<file path="src/rtl/core/svpb_pkg.sv">
package svpb_pkg;

   // field widths
   localparam int FUNC_W   = 2;
   localparam int ID_W     = 8;
   localparam int ANGLE_W  = 10;
   localparam int PULSE_W  = 16;
   localparam int TIME_W   = 16;
   localparam int BYTE_W   = 8;

   // mapping datapath widths
   localparam int AOFF_W   = ANGLE_W + 2;          // mirrored angle minus min angle
   localparam int DPULSE_W = PULSE_W + 1;          // signed pulse span
   localparam int PROD_W   = AOFF_W + DPULSE_W;    // signed product
   localparam int MAG_W    = PROD_W - 1;           // product magnitude
   localparam int SPAN_W   = ANGLE_W;              // angle span, known non-negative

   // sync bookkeeping
   localparam int SYNC_IDX_W = 4;
   localparam logic [SYNC_IDX_W-1:0] SYNC_IDX_MAX = '1;

   localparam int DEF_TABLE_DEPTH = 8;

   // request functions
   localparam logic [FUNC_W-1:0] FUNC_LOAD = 2'd0;
   localparam logic [FUNC_W-1:0] FUNC_MOVE = 2'd1;
   localparam logic [FUNC_W-1:0] FUNC_SYNC = 2'd2;

   // packet bytes
   localparam logic [BYTE_W-1:0] PKT_HEADER    = 8'hFF;
   localparam logic [BYTE_W-1:0] PKT_WRITE_LEN = 8'h07;
   localparam logic [BYTE_W-1:0] INST_WRITE    = 8'h03;
   localparam logic [BYTE_W-1:0] REG_GOAL_POS  = 8'h2A;
   localparam logic [BYTE_W-1:0] ID_BROADCAST  = 8'hFE;
   localparam logic [BYTE_W-1:0] INST_SYNC     = 8'h83;
   localparam logic [BYTE_W-1:0] SYNC_DATA_LEN = 8'h04;

   typedef struct packed {
      logic signed [ANGLE_W-1:0] angle_lo;
      logic signed [ANGLE_W-1:0] angle_hi;
      logic [PULSE_W-1:0]        min_pulse;
      logic [PULSE_W-1:0]        max_pulse;
      logic                      reversed;
   } entry_type;

   typedef enum logic [3:0] {
      ST_IDLE,
      ST_LOAD,
      ST_READ,
      ST_CHECK,
      ST_DIVGO,
      ST_DIV,
      ST_SYNC_END,
      ST_ERR,
      ST_HEAD,
      ST_BODY,
      ST_CHK
   } state_type;

   function automatic int addr_width(input int depth);
      int w;
      begin
         w = (depth > 1) ? $clog2(depth) : 1;
         return w;
      end
   endfunction

endpackage

</file>
<file path="src/rtl/core/svpb_ram.sv">
module svpb_ram #(
   parameter int WIDTH = 8,
   parameter int DEPTH = 8,
   localparam int AW = svpb_pkg::addr_width(DEPTH)
) (
   input  logic             clock,
   input  logic             wr_en,
   input  logic [AW-1:0]    wr_addr,
   input  logic [WIDTH-1:0] wr_data,
   input  logic             rd_en,
   input  logic [AW-1:0]    rd_addr,
   output logic [WIDTH-1:0] rd_data
);

   logic [WIDTH-1:0] mem [DEPTH];
   logic [WIDTH-1:0] rd_data_ff;

   always_ff @(posedge clock) begin
      if (wr_en) begin
         mem[wr_addr] <= wr_data;
      end
      if (rd_en) begin
         rd_data_ff <= mem[rd_addr];
      end
   end

   assign rd_data = rd_data_ff;

endmodule

</file>
<file path="src/rtl/core/svpb_div.sv">
module svpb_div (
   input  logic                        clock,
   input  logic                        reset,
   input  logic                        start,
   input  logic [svpb_pkg::MAG_W-1:0]  dividend,
   input  logic [svpb_pkg::SPAN_W-1:0] divisor,
   output logic                        done,
   output logic [svpb_pkg::MAG_W-1:0]  quotient
);

   import svpb_pkg::*;

   localparam int CNT_W = $clog2(MAG_W + 1);

   logic              busy_ff, busy_in;
   logic              done_ff, done_in;
   logic [CNT_W-1:0]  cnt_ff, cnt_in;
   logic [MAG_W-1:0]  quo_ff, quo_in;
   logic [SPAN_W-1:0] rem_ff, rem_in;
   logic [SPAN_W-1:0] dvs_ff, dvs_in;
   logic [SPAN_W:0]   rem_sh;
   logic [SPAN_W:0]   rem_sub;
   logic              ge;

   // restoring division, one quotient bit a cycle
   always_comb begin
      rem_sh  = {rem_ff, quo_ff[MAG_W-1]};
      rem_sub = rem_sh - {1'b0, dvs_ff};
      ge      = (rem_sh >= {1'b0, dvs_ff});
      busy_in = busy_ff;
      done_in = 1'b0;
      cnt_in  = cnt_ff;
      quo_in  = quo_ff;
      rem_in  = rem_ff;
      dvs_in  = dvs_ff;
      if (start) begin
         busy_in = 1'b1;
         cnt_in  = CNT_W'(MAG_W);
         quo_in  = dividend;
         rem_in  = '0;
         dvs_in  = divisor;
      end else if (busy_ff) begin
         quo_in = {quo_ff[MAG_W-2:0], ge};
         rem_in = ge ? rem_sub[SPAN_W-1:0] : rem_sh[SPAN_W-1:0];
         cnt_in = cnt_ff - CNT_W'(1);
         if (cnt_ff == CNT_W'(1)) begin
            busy_in = 1'b0;
            done_in = 1'b1;
         end
      end
   end

   always_ff @(posedge clock) begin
      if (reset) begin
         busy_ff <= 1'b0;
         done_ff <= 1'b0;
         cnt_ff  <= '0;
      end else begin
         busy_ff <= busy_in;
         done_ff <= done_in;
         cnt_ff  <= cnt_in;
      end
   end

   always_ff @(posedge clock) begin
      quo_ff <= quo_in;
      rem_ff <= rem_in;
      dvs_ff <= dvs_in;
   end

   assign done     = done_ff;
   assign quotient = quo_ff;

endmodule

</file>
<file path="src/rtl/core/servo_angle_packet_builder.sv">
// Servo angle packet builder. A request is taken when start is high and busy is low; func 0
// loads one servo table entry, func 1 maps one angle and sends an 11-byte goal-position write
// packet, func 2 adds one element to a sync-write group and, on the element marked last, sends
// the whole sync-write packet (or one error result if any element of the group failed). Bytes
// leave one per cycle on rsp_packet_byte, each marked by rsp_strobe for exactly one cycle, and
// the receiver cannot stall them, so it must take a byte on every cycle that carries the strobe.
// A load writes one table entry and returns to idle. A move does a table read, a range check
// with the pulse-by-angle multiply, a pass through the 28-step shift-subtract divider, then
// 10 header/data bytes and the checksum. A sync element does the same read, check and divide,
// and the last one also sends 8 + 5n bytes for n servos. Failed checks skip the divider.
// The servo table and the buffered sync positions sit in two single-port-read RAMs.
module servo_angle_packet_builder #(
   parameter int TABLE_DEPTH = svpb_pkg::DEF_TABLE_DEPTH
) (
   input  logic                                clock,
   input  logic                                reset,
   input  logic                                start,
   output logic                                busy,
   input  logic [svpb_pkg::FUNC_W-1:0]         req_func,
   input  logic [svpb_pkg::ID_W-1:0]           req_servo_id,
   input  logic signed [svpb_pkg::ANGLE_W-1:0] req_angle,
   input  logic [svpb_pkg::TIME_W-1:0]         req_move_time,
   input  logic                                req_last_element,
   input  logic signed [svpb_pkg::ANGLE_W-1:0] req_angle_lo,
   input  logic signed [svpb_pkg::ANGLE_W-1:0] req_angle_hi,
   input  logic [svpb_pkg::PULSE_W-1:0]        req_min_pulse,
   input  logic [svpb_pkg::PULSE_W-1:0]        req_max_pulse,
   input  logic                                req_reversed,
   input  logic                                req_present,
   output logic                                rsp_strobe,
   output logic [svpb_pkg::BYTE_W-1:0]         rsp_packet_byte,
   output logic                                rsp_packet_end,
   output logic                                rsp_status
);

   import svpb_pkg::*;

   localparam int SYNC_CAP = TABLE_DEPTH - 1;
   localparam int TA_W     = addr_width(TABLE_DEPTH);
   localparam int SA_W     = addr_width(SYNC_CAP);
   localparam int CNT_W    = $clog2(TABLE_DEPTH + 1);
   localparam int EW       = $bits(entry_type);

   // byte slots within the streamed packet
   localparam logic [3:0] HEAD_LAST_MOVE = 4'd9;
   localparam logic [3:0] HEAD_LAST_SYNC = 4'd6;
   localparam logic [3:0] SUM_FROM       = 4'd2;
   localparam logic [2:0] SUB_ID         = 3'd0;
   localparam logic [2:0] SUB_POS_HI     = 3'd1;
   localparam logic [2:0] SUB_POS_LO     = 3'd2;
   localparam logic [2:0] SUB_TIME_HI    = 3'd3;
   localparam logic [2:0] SUB_TIME_LO    = 3'd4;

   state_type state_ff, state_in;

   // captured request
   logic [FUNC_W-1:0]         func_ff;
   logic signed [ANGLE_W-1:0] angle_ff;
   logic [TIME_W-1:0]         mtime_ff;
   logic                      last_ff;
   entry_type                 ld_entry_ff;
   logic                      ld_present_ff;
   logic [ID_W-1:0]           work_id_ff, work_id_in;

   // table bookkeeping
   logic [TABLE_DEPTH-1:0]    present_ff, present_in;
   logic [CNT_W-1:0]          present_count_ff, present_count_in;

   // sync group state
   logic [SYNC_IDX_W-1:0]     sync_index_ff, sync_index_in;
   logic                      sync_error_ff, sync_error_in;
   logic [TIME_W-1:0]         sync_time_ff, sync_time_in;

   // mapping datapath
   logic signed [PROD_W-1:0]  prod_ff, prod_in;
   logic [SPAN_W-1:0]         span_ff, span_in;
   logic                      span_zero_ff, span_zero_in;
   logic [PULSE_W-1:0]        base_ff, base_in;
   logic [PULSE_W-1:0]        pos_ff, pos_in;

   // packet streaming
   logic [3:0]                byte_cnt_ff, byte_cnt_in;
   logic [SA_W-1:0]           grp_ff, grp_in;
   logic [2:0]                sub_ff, sub_in;
   logic [BYTE_W-1:0]         sum_ff, sum_in;

   // result register
   logic                      strobe_ff, strobe_in;
   logic [BYTE_W-1:0]         byte_ff, byte_in;
   logic                      end_ff, end_in;
   logic                      status_ff, status_in;

   logic                      accept;

   // table ram
   logic                      tbl_wr_en;
   logic                      tbl_rd_en;
   logic [EW-1:0]             tbl_rd_raw;
   entry_type                 entry;

   // sync position ram
   logic                      pos_wr_en;
   logic [PULSE_W-1:0]        pos_rd_data;

   // divider
   logic                      div_start;
   logic                      div_done;
   logic [MAG_W-1:0]          div_quo;
   logic [MAG_W-1:0]          div_dividend;
   logic [PROD_W-1:0]         prod_abs;

   // check stage
   logic                      id_ok;
   logic                      entry_present;
   logic                      in_range;
   logic                      sync_ok;
   logic                      check_ok;
   logic signed [AOFF_W-1:0]  ang_x, min_x, max_x, mir_x, aoff_x;
   logic signed [DPULSE_W-1:0] dpulse;
   logic signed [ANGLE_W:0]   span_x;
   logic [PULSE_W-1:0]        q16;
   logic [ID_W-1:0]           grp_id;
   logic [BYTE_W-1:0]         sync_len;
   logic [BYTE_W-1:0]         emit_byte;
   logic                      emit;

   assign accept = start && (state_ff == ST_IDLE);
   assign busy   = (state_ff != ST_IDLE);

   svpb_ram #(
      .WIDTH (EW),
      .DEPTH (TABLE_DEPTH)
   ) u_table (
      .clock   (clock),
      .wr_en   (tbl_wr_en),
      .wr_addr (work_id_ff[TA_W-1:0]),
      .wr_data (ld_entry_ff),
      .rd_en   (tbl_rd_en),
      .rd_addr (work_id_ff[TA_W-1:0]),
      .rd_data (tbl_rd_raw)
   );

   assign entry = entry_type'(tbl_rd_raw);

   svpb_ram #(
      .WIDTH (PULSE_W),
      .DEPTH (SYNC_CAP)
   ) u_sync_pos (
      .clock   (clock),
      .wr_en   (pos_wr_en),
      .wr_addr (sync_index_ff[SA_W-1:0]),
      .wr_data (pos_in),
      .rd_en   (1'b1),
      .rd_addr (grp_ff),
      .rd_data (pos_rd_data)
   );

   // magnitude of the product, sign restored after the divide
   assign prod_abs     = prod_ff[PROD_W-1] ? -prod_ff : prod_ff;
   assign div_dividend = prod_abs[MAG_W-1:0];

   svpb_div u_div (
      .clock    (clock),
      .reset    (reset),
      .start    (div_start),
      .dividend (div_dividend),
      .divisor  (span_ff),
      .done     (div_done),
      .quotient (div_quo)
   );

   // range check and mapping operands, straight off the table read
   always_comb begin
      id_ok         = (work_id_ff < ID_W'(TABLE_DEPTH));
      entry_present = id_ok ? present_ff[work_id_ff[TA_W-1:0]] : 1'b0;
      in_range      = !(angle_ff < entry.angle_lo) && !(angle_ff > entry.angle_hi);
      sync_ok       = (func_ff != FUNC_SYNC) ||
                      ((work_id_ff <= ID_W'(present_count_ff)) &&
                       (sync_index_ff < SYNC_IDX_W'(SYNC_CAP)));
      check_ok      = entry_present && in_range && sync_ok;
      ang_x  = {{2{angle_ff[ANGLE_W-1]}}, angle_ff};
      min_x  = {{2{entry.angle_lo[ANGLE_W-1]}}, entry.angle_lo};
      max_x  = {{2{entry.angle_hi[ANGLE_W-1]}}, entry.angle_hi};
      mir_x  = entry.reversed ? (max_x - ang_x) : ang_x;
      aoff_x = mir_x - min_x;
      dpulse = $signed({1'b0, entry.max_pulse}) - $signed({1'b0, entry.min_pulse});
      span_x = {entry.angle_hi[ANGLE_W-1], entry.angle_hi} -
               {entry.angle_lo[ANGLE_W-1], entry.angle_lo};
      // truncation toward zero: divide magnitudes, then negate the low bits
      if (span_zero_ff) begin
         q16 = '0;
      end else if (prod_ff[PROD_W-1]) begin
         q16 = PULSE_W'(0) - div_quo[PULSE_W-1:0];
      end else begin
         q16 = div_quo[PULSE_W-1:0];
      end
      grp_id   = ID_W'(grp_ff) + ID_W'(1);
      sync_len = BYTE_W'((work_id_ff << 2) + work_id_ff + ID_W'(4));
   end

   // next state and outputs
   always_comb begin
      state_in         = state_ff;
      work_id_in       = work_id_ff;
      present_in       = present_ff;
      present_count_in = present_count_ff;
      sync_index_in    = sync_index_ff;
      sync_error_in    = sync_error_ff;
      sync_time_in     = sync_time_ff;
      prod_in          = prod_ff;
      span_in          = span_ff;
      span_zero_in     = span_zero_ff;
      base_in          = base_ff;
      pos_in           = q16 + base_ff;
      byte_cnt_in      = byte_cnt_ff;
      grp_in           = grp_ff;
      sub_in           = sub_ff;
      sum_in           = sum_ff;
      tbl_wr_en        = 1'b0;
      tbl_rd_en        = 1'b0;
      pos_wr_en        = 1'b0;
      div_start        = 1'b0;
      emit             = 1'b0;
      emit_byte        = '0;
      end_in           = 1'b0;
      status_in        = 1'b0;

      case (state_ff)
         ST_IDLE: begin
            if (accept) begin
               if (req_func == FUNC_SYNC) begin
                  work_id_in = ID_W'(sync_index_ff) + ID_W'(1);
                  if (sync_index_ff == '0) begin
                     sync_time_in = req_move_time;
                  end
                  state_in = ST_READ;
               end else if (req_func == FUNC_MOVE) begin
                  work_id_in = req_servo_id;
                  state_in   = ST_READ;
               end else if (req_func == FUNC_LOAD) begin
                  work_id_in = req_servo_id;
                  state_in   = ST_LOAD;
               end
            end
         end

         ST_LOAD: begin
            if (id_ok) begin
               tbl_wr_en = 1'b1;
               present_in[work_id_ff[TA_W-1:0]] = ld_present_ff;
               present_count_in = present_count_ff
                                  - CNT_W'(present_ff[work_id_ff[TA_W-1:0]])
                                  + CNT_W'(ld_present_ff);
            end
            state_in = ST_IDLE;
         end

         ST_READ: begin
            tbl_rd_en = id_ok;
            state_in  = ST_CHECK;
         end

         ST_CHECK: begin
            prod_in      = dpulse * aoff_x;
            span_in      = span_x[SPAN_W-1:0];
            span_zero_in = (entry.angle_hi == entry.angle_lo);
            base_in      = entry.min_pulse;
            if (check_ok) begin
               state_in = ST_DIVGO;
            end else if (func_ff == FUNC_SYNC) begin
               sync_error_in = 1'b1;
               state_in      = ST_SYNC_END;
            end else begin
               state_in = ST_ERR;
            end
         end

         ST_DIVGO: begin
            div_start = 1'b1;
            state_in  = ST_DIV;
         end

         ST_DIV: begin
            if (div_done) begin
               if (func_ff == FUNC_SYNC) begin
                  pos_wr_en = 1'b1;
                  state_in  = ST_SYNC_END;
               end else begin
                  byte_cnt_in = '0;
                  sum_in      = '0;
                  state_in    = ST_HEAD;
               end
            end
         end

         ST_SYNC_END: begin
            if (sync_index_ff != SYNC_IDX_MAX) begin
               sync_index_in = sync_index_ff + SYNC_IDX_W'(1);
            end
            if (!last_ff) begin
               state_in = ST_IDLE;
            end else begin
               sync_index_in = '0;
               sync_error_in = 1'b0;
               if (sync_error_ff) begin
                  state_in = ST_ERR;
               end else begin
                  byte_cnt_in = '0;
                  sum_in      = '0;
                  grp_in      = '0;
                  state_in    = ST_HEAD;
               end
            end
         end

         ST_ERR: begin
            emit      = 1'b1;
            emit_byte = '0;
            end_in    = 1'b1;
            status_in = 1'b1;
            state_in  = ST_IDLE;
         end

         ST_HEAD: begin
            emit = 1'b1;
            if (func_ff == FUNC_SYNC) begin
               case (byte_cnt_ff)
                  4'd0:    emit_byte = PKT_HEADER;
                  4'd1:    emit_byte = PKT_HEADER;
                  4'd2:    emit_byte = ID_BROADCAST;
                  4'd3:    emit_byte = sync_len;
                  4'd4:    emit_byte = INST_SYNC;
                  4'd5:    emit_byte = REG_GOAL_POS;
                  default: emit_byte = SYNC_DATA_LEN;
               endcase
            end else begin
               case (byte_cnt_ff)
                  4'd0:    emit_byte = PKT_HEADER;
                  4'd1:    emit_byte = PKT_HEADER;
                  4'd2:    emit_byte = work_id_ff;
                  4'd3:    emit_byte = PKT_WRITE_LEN;
                  4'd4:    emit_byte = INST_WRITE;
                  4'd5:    emit_byte = REG_GOAL_POS;
                  4'd6:    emit_byte = pos_ff[15:8];
                  4'd7:    emit_byte = pos_ff[7:0];
                  4'd8:    emit_byte = mtime_ff[15:8];
                  default: emit_byte = mtime_ff[7:0];
               endcase
            end
            if (byte_cnt_ff >= SUM_FROM) begin
               sum_in = sum_ff + emit_byte;
            end
            byte_cnt_in = byte_cnt_ff + 4'd1;
            if ((func_ff == FUNC_SYNC) && (byte_cnt_ff == HEAD_LAST_SYNC)) begin
               sub_in   = SUB_ID;
               state_in = ST_BODY;
            end else if ((func_ff != FUNC_SYNC) && (byte_cnt_ff == HEAD_LAST_MOVE)) begin
               state_in = ST_CHK;
            end
         end

         ST_BODY: begin
            emit = 1'b1;
            case (sub_ff)
               SUB_ID:      emit_byte = grp_id;
               SUB_POS_HI:  emit_byte = pos_rd_data[15:8];
               SUB_POS_LO:  emit_byte = pos_rd_data[7:0];
               SUB_TIME_HI: emit_byte = sync_time_ff[15:8];
               default:     emit_byte = sync_time_ff[7:0];
            endcase
            sum_in = sum_ff + emit_byte;
            if (sub_ff == SUB_TIME_LO) begin
               sub_in = SUB_ID;
               if (grp_id == work_id_ff) begin
                  state_in = ST_CHK;
               end else begin
                  grp_in = grp_ff + SA_W'(1);
               end
            end else begin
               sub_in = sub_ff + 3'd1;
            end
         end

         ST_CHK: begin
            emit      = 1'b1;
            emit_byte = ~sum_ff;
            end_in    = 1'b1;
            state_in  = ST_IDLE;
         end

         default: begin
            state_in = ST_IDLE;
         end
      endcase

      strobe_in = emit;
      byte_in   = emit_byte;
   end

   always_ff @(posedge clock) begin
      if (reset) begin
         state_ff <= ST_IDLE;
      end else begin
         state_ff <= state_in;
      end
   end

   // control state
   always_ff @(posedge clock) begin
      if (reset) begin
         present_ff       <= '0;
         present_count_ff <= '0;
         sync_index_ff    <= '0;
         sync_error_ff    <= 1'b0;
         sync_time_ff     <= '0;
         byte_cnt_ff      <= '0;
         grp_ff           <= '0;
         sub_ff           <= '0;
         strobe_ff        <= 1'b0;
      end else begin
         present_ff       <= present_in;
         present_count_ff <= present_count_in;
         sync_index_ff    <= sync_index_in;
         sync_error_ff    <= sync_error_in;
         sync_time_ff     <= sync_time_in;
         byte_cnt_ff      <= byte_cnt_in;
         grp_ff           <= grp_in;
         sub_ff           <= sub_in;
         strobe_ff        <= strobe_in;
      end
   end

   // payload
   always_ff @(posedge clock) begin
      if (accept) begin
         func_ff                 <= req_func;
         angle_ff                <= req_angle;
         mtime_ff                <= req_move_time;
         last_ff                 <= req_last_element;
         ld_entry_ff.angle_lo    <= req_angle_lo;
         ld_entry_ff.angle_hi    <= req_angle_hi;
         ld_entry_ff.min_pulse   <= req_min_pulse;
         ld_entry_ff.max_pulse   <= req_max_pulse;
         ld_entry_ff.reversed    <= req_reversed;
         ld_present_ff           <= req_present;
      end
      if (div_done) begin
         pos_ff <= pos_in;
      end
      work_id_ff   <= work_id_in;
      prod_ff      <= prod_in;
      span_ff      <= span_in;
      span_zero_ff <= span_zero_in;
      base_ff      <= base_in;
      sum_ff       <= sum_in;
      byte_ff      <= byte_in;
      end_ff       <= end_in;
      status_ff    <= status_in;
   end

   assign rsp_strobe      = strobe_ff;
   assign rsp_packet_byte = byte_ff;
   assign rsp_packet_end  = end_ff;
   assign rsp_status      = status_ff;

`ifndef SYNTHESIS
   // running count of present entries tracks the flag vector
   assert property (@(posedge clock) disable iff (reset)
      present_count_ff == CNT_W'($countones(present_ff)))
      else $error("present count out of step with present flags");

   // divider only finishes while the sequencer waits on it
   assert property (@(posedge clock) disable iff (reset)
      div_done |-> (state_ff == ST_DIV))
      else $error("divider done outside divide wait");

   // every result comes from a cycle of work
   assert property (@(posedge clock) disable iff (reset)
      rsp_strobe |-> ($past(state_ff) != ST_IDLE))
      else $error("result strobe without preceding work");

   // a closing sync element always restarts the group
   assert property (@(posedge clock) disable iff (reset)
      ((state_ff == ST_SYNC_END) && last_ff) |=> (sync_index_ff == '0) && !sync_error_ff)
      else $error("sync group not cleared after last element");
`endif

endmodule

</file>
<file path="config.mk">
export PLATFORM = sky130hd
export DESIGN_NAME = servo_angle_packet_builder
export DESIGN_NICKNAME = d
export VERILOG_FILES = /design/src/rtl/core/svpb_pkg.sv /design/src/rtl/core/svpb_ram.sv /design/src/rtl/core/svpb_div.sv /design/src/rtl/core/servo_angle_packet_builder.sv
export SDC_FILE = /design/constraint.sdc
export NUM_CORES = 2
export LEC_CHECK = 0
export BUFFER_PORTS_ARGS = -buffer_cell sky130_fd_sc_hd__buf_2
export CAP_MARGIN = 20
export CORE_UTILIZATION = 63
export CTS_BUF_LIST = sky130_fd_sc_hd__clkbuf_16
export DETAILED_ROUTE_END_ITERATION = 6
export GPL_TIMING_DRIVEN = 0
export PLACE_DENSITY_LB_ADDON = 0.1
export RECOVER_POWER = 50
export SYNTH_ARGS = -nofsm -noshare
export SYNTH_HDL_FRONTEND = slang
export SYNTH_SLANG_ARGS = --single-unit
</file>
<file path="constraint.sdc">
create_clock -name clock -period 10.4 [get_ports clock]
set_input_delay 1.56 -clock clock [delete_from_list [all_inputs] [get_ports clock]]
set_output_delay 1.56 -clock clock [all_outputs]
set_load 0.01 [all_outputs]
</file>
==> flow_summary.yaml <==
run_status:
  outcome: "finished, violations left"
  violations: "capacitance limit, slew limit"
global_routing:
  grt_first_pass_wirelength_um: 175000
  antenna_found_initial: 1
  grt_pass1_vias: 29600
  globalRoute.totalOverflow: 0
  globalRouteTotalUtil_pct: 31.6
  pin_count_of_the_biggest_net_entering_global_routing: 48
final_layout:
  nets: 4093
  drive_above_1_share_pct: 13.1
  num_antenna_cells: 0
  number_of_inserted_filler_cells_in_the_final_layout: 4842
  area_growth_pct: 11.4
synth:
  netlist_instances: 3381
  yosysWarnings: 0
  yosysTopAreaCellShare_pct: 52.1
  synth.top_cells.by_area: "edfxtp_1, fa_1, mux4_2, ha_1, dfxtp_1"
  synth_async_sr_flop_share_pct: 0
  synth_sequential_area_ratio_pct: 56.1
  syn_avg_cell_area_um2: 13.6
  synth.net_count: 3857
  prevailing_post_synth_register_cell: "edfxtp_1"
  yosysTopAreaCell: "edfxtp_1"
  synthesis.area_um2: 46000
  number_of_flip_flops_and_latches_in_the_synthesized_netlist: 889
  synth_cell_type_count: 85
  count_of_flip_flops_with_a_built_in_enable_after_synthesis: 798
floorplan:
  design.core.area_um2: 71900
  floorplan.die.width_um: 272
  fp.dieArea_um2: 74100
  floorplan.die.height_um: 272
  number_of_cell_rows: 98
  starting_density_pct: 64.0
  ios: 106
sta:
  setup_viol_count_final: 0
  setup_tns_ns: 0
  rsz0062_at_grt: "false"
  slew_headroom_pct: -85.2
  slew_viol_final: 189
  report.final.hold_viol_count: 0
  final.setup_skew_ns: 0.0830
  fmaxAchievable_mhz: 103
  post-route-min-period_ns: 9.70
  worst_pin_slew_ns: 2.76
  portion_of_the_clock_cycle_consumed_by_the_worst_path_in_the_final_layout_pct: 93.3
cts:
  cts_made_buffers: 88
  max-clock-path-buffers: 3
  clkSinkCount: 889
  worstSkewPairLatency_ns: 0.67
  cts.hold.buffers_added: 0
  clock_tree.htree_level_count: 3
  cts_root_buf: "clkbuf_16"
  tritoncts: "yes"
  clk_transition_reported_paths_ns: 0.06
critical_path:
  worstSetupEndpointType: "flip-flop"
  cpMostUsedCell: "fa_1"
  worstPathRequired_ns: 10.75
  cp-start-kind: "flip-flop"
  critical-path-max-stage-delay_ns: 0.58
  worst-path-max-fanout: 10
  worst-setup-path-type: "flip-flop to flip-flop"
  critical_path.slowest_cell: "fa_1"
  timing.critical_path.arrival_ns: 10.05
place:
  dp.final_hpwl_um: 81200
  place.port_buffers: 105
  globalplace.congestion: 0.949
detailed_routing:
  vias_after_detailed_routing: 28600
  drt-vias-per-instance: 6.17
  routed_wirelength_um: 115000
  antenna_left: 0
  avgRoutedWirePerCell_um: 24.7
  drt-initial-drc-count: 2564
  drc: 0
  drtPass1Iterations: 6
flow_run:
  maxCapViolCount: 5
worst_hold_path:
  worst_hold_path_type: "flip-flop to flip-flop"
-- registers in the layout (all words and copies together) (netlist names), 10 cells and up --
register	cells
u_sync_pos.mem	112
u_table.rd_data	53
u_div.rem_ff	10
u_sync_pos.rd_data	16
pos_ff	16
u_div.dvs_ff	10
u_table.mem	424
mtime_ff	16
span_ff	10
base_ff	16
u_div.quotient	28
sync_time_ff	16
prod_ff	29
angle_ff	10
ld_entry_ff	53
-- critical path: cells and delay by family, from the launching register on --
kind / cells / cell delay, ns
simple gates: 6 / 0.95
compound gates: 12 / 2.64
flops: 1 / 0.41
xor+xnor: 2 / 0.58
fa+ha+maj: 9 / 4.13
buf+inv: 4 / 0.70
-- cell usage after synthesis (19+ instances only) --
master and n:
nor2_1 202, clkbuf_1 97, mux2i_1 57, buf_2 19, mux4_2 124, edfxtp_1 798
nand2b_1 41, and2_1 36, nor3_1 43, o21ai_0 128, xor2_1 56, xnor2_1 90
ha_1 184, dfxtp_1 91, fa_1 198, a21o_1 28, nor2b_1 46, nand3_1 31
inv_1 349, mux2_2 78, a21oi_1 123, nand2_1 262
-- metrics by stage --
| stage | cell area (µm²) | std cells | util (%) | hold slack [ns] | setup slack (ns) |
|---|---|---|---|---|---|
| 4_1_cts | 51300 | 4637 | 71.4 | 0.425 | 0.0412 |
| 3_3_place_gp | 47700 | 4436 | 66.4 | 0.409 | 0.0292 |
| 3_5_place_dp | 48400 | 4475 | 67.4 | 0.405 | 0.0919 |
| 5_1_grt | 51200 | 4639 | 71.3 | 0.436 | 0.132 |
| 6_report | 51200 | 4639 | 71.3 | 0.421 | 0.700 |
| 2_1_floorplan | 46000 | 3381 | - | 0.400 | 1.89 |
-- routing by layer --
layer | GRT usage (%) | share of wire, %
met2 | 52.1 | 48
met4 | 10.4 | 2.9
met3 | 4.34 | 7.3
met1 | 43.9 | 41
met5 | 0 | 0.011
-- cell families (layout without fill, tap and decap cells) --
logic type | count (synthesis) | count (layout) | share of synthesized area, %
flip-flops | 889 | 889 | 56.1
XOR/XNOR | 147 | 147 | 2.83
adder cells (fa/ha/maj) | 382 | 382 | 13.6
buffers and inverters | 478 | 786 | 3.97
AO/OA/AOI/OAI | 463 | 463 | 6.42
AND/OR/NAND/NOR | 763 | 763 | 7.84
multiplexers | 259 | 259 | 9.23
-- worst paths after layout --
kind / start / end / slack, ns / cells after the start
max: angle_ff[0]$_DFFE_PP_ / prod_ff[28]$_DFFE_PP_ / 0.70 / 33
min: span_ff[3]$_DFFE_PP_ / u_div.dvs_ff[3]$_DFFE_PP_ / 0.42 / 0
max reg2reg: angle_ff[0]$_DFFE_PP_ / prod_ff[28]$_DFFE_PP_ / 0.70 / 33
min reg2reg: span_ff[3]$_DFFE_PP_ / u_div.dvs_ff[3]$_DFFE_PP_ / 0.42 / 0
-- final cells by class --
| cell class | instances | area, µm² | area share, % |
|---|---|---|---|
| plain buffers | 125 | 497 | 0.970 |
| clock buffers | 89 | 2230 | 4.35 |
| clock inverters | 73 | 693 | 1.35 |
| inverters | 352 | 1320 | 2.58 |
| multi-input cells | 2014 | 18500 | 36.0 |
| flip-flops and latches | 889 | 25800 | 50.3 |
| well taps | 950 | 1190 | 2.32 |
| repair buffers | 147 | 1050 | 2.05 |
-- repair_timing --
action | in CTS | in global routing
endpoints found under the setup margin | 0 | 9
setup buffers | 0 | 0
gates resized for setup | 0 | 6
-- cell usage in the layout (no fill, tap or decap), types with 12 or more instances in the layout --
master     instances
a21oi_1          122
o31ai_1           13
clkinv_2          19
mux4_2           124
o21a_1            15
and2_1            36
clkbuf_16         89
fa_1             198
inv_1            364
nand3_1           31
clkbuf_1         152
mux2i_1           57
ha_1             184
buf_6             12
nor3_1            39
mux2_2            75
nand2b_1          41
or3_1             16
nand2_1          262
o21ai_0          129
a31oi_1           16
edfxtp_1         798
a21o_1            28
nor2b_1           46
and3_1            17
dfxtp_1           91
buf_2             75
nor2_1           196
o21ai_1           14
xor2_1            55
clkinv_1          23
xnor2_1           90
Power is left out: the tool's default activity adds up to more than one toggle a clock period on the data nets, which glitch-free logic cannot reach.
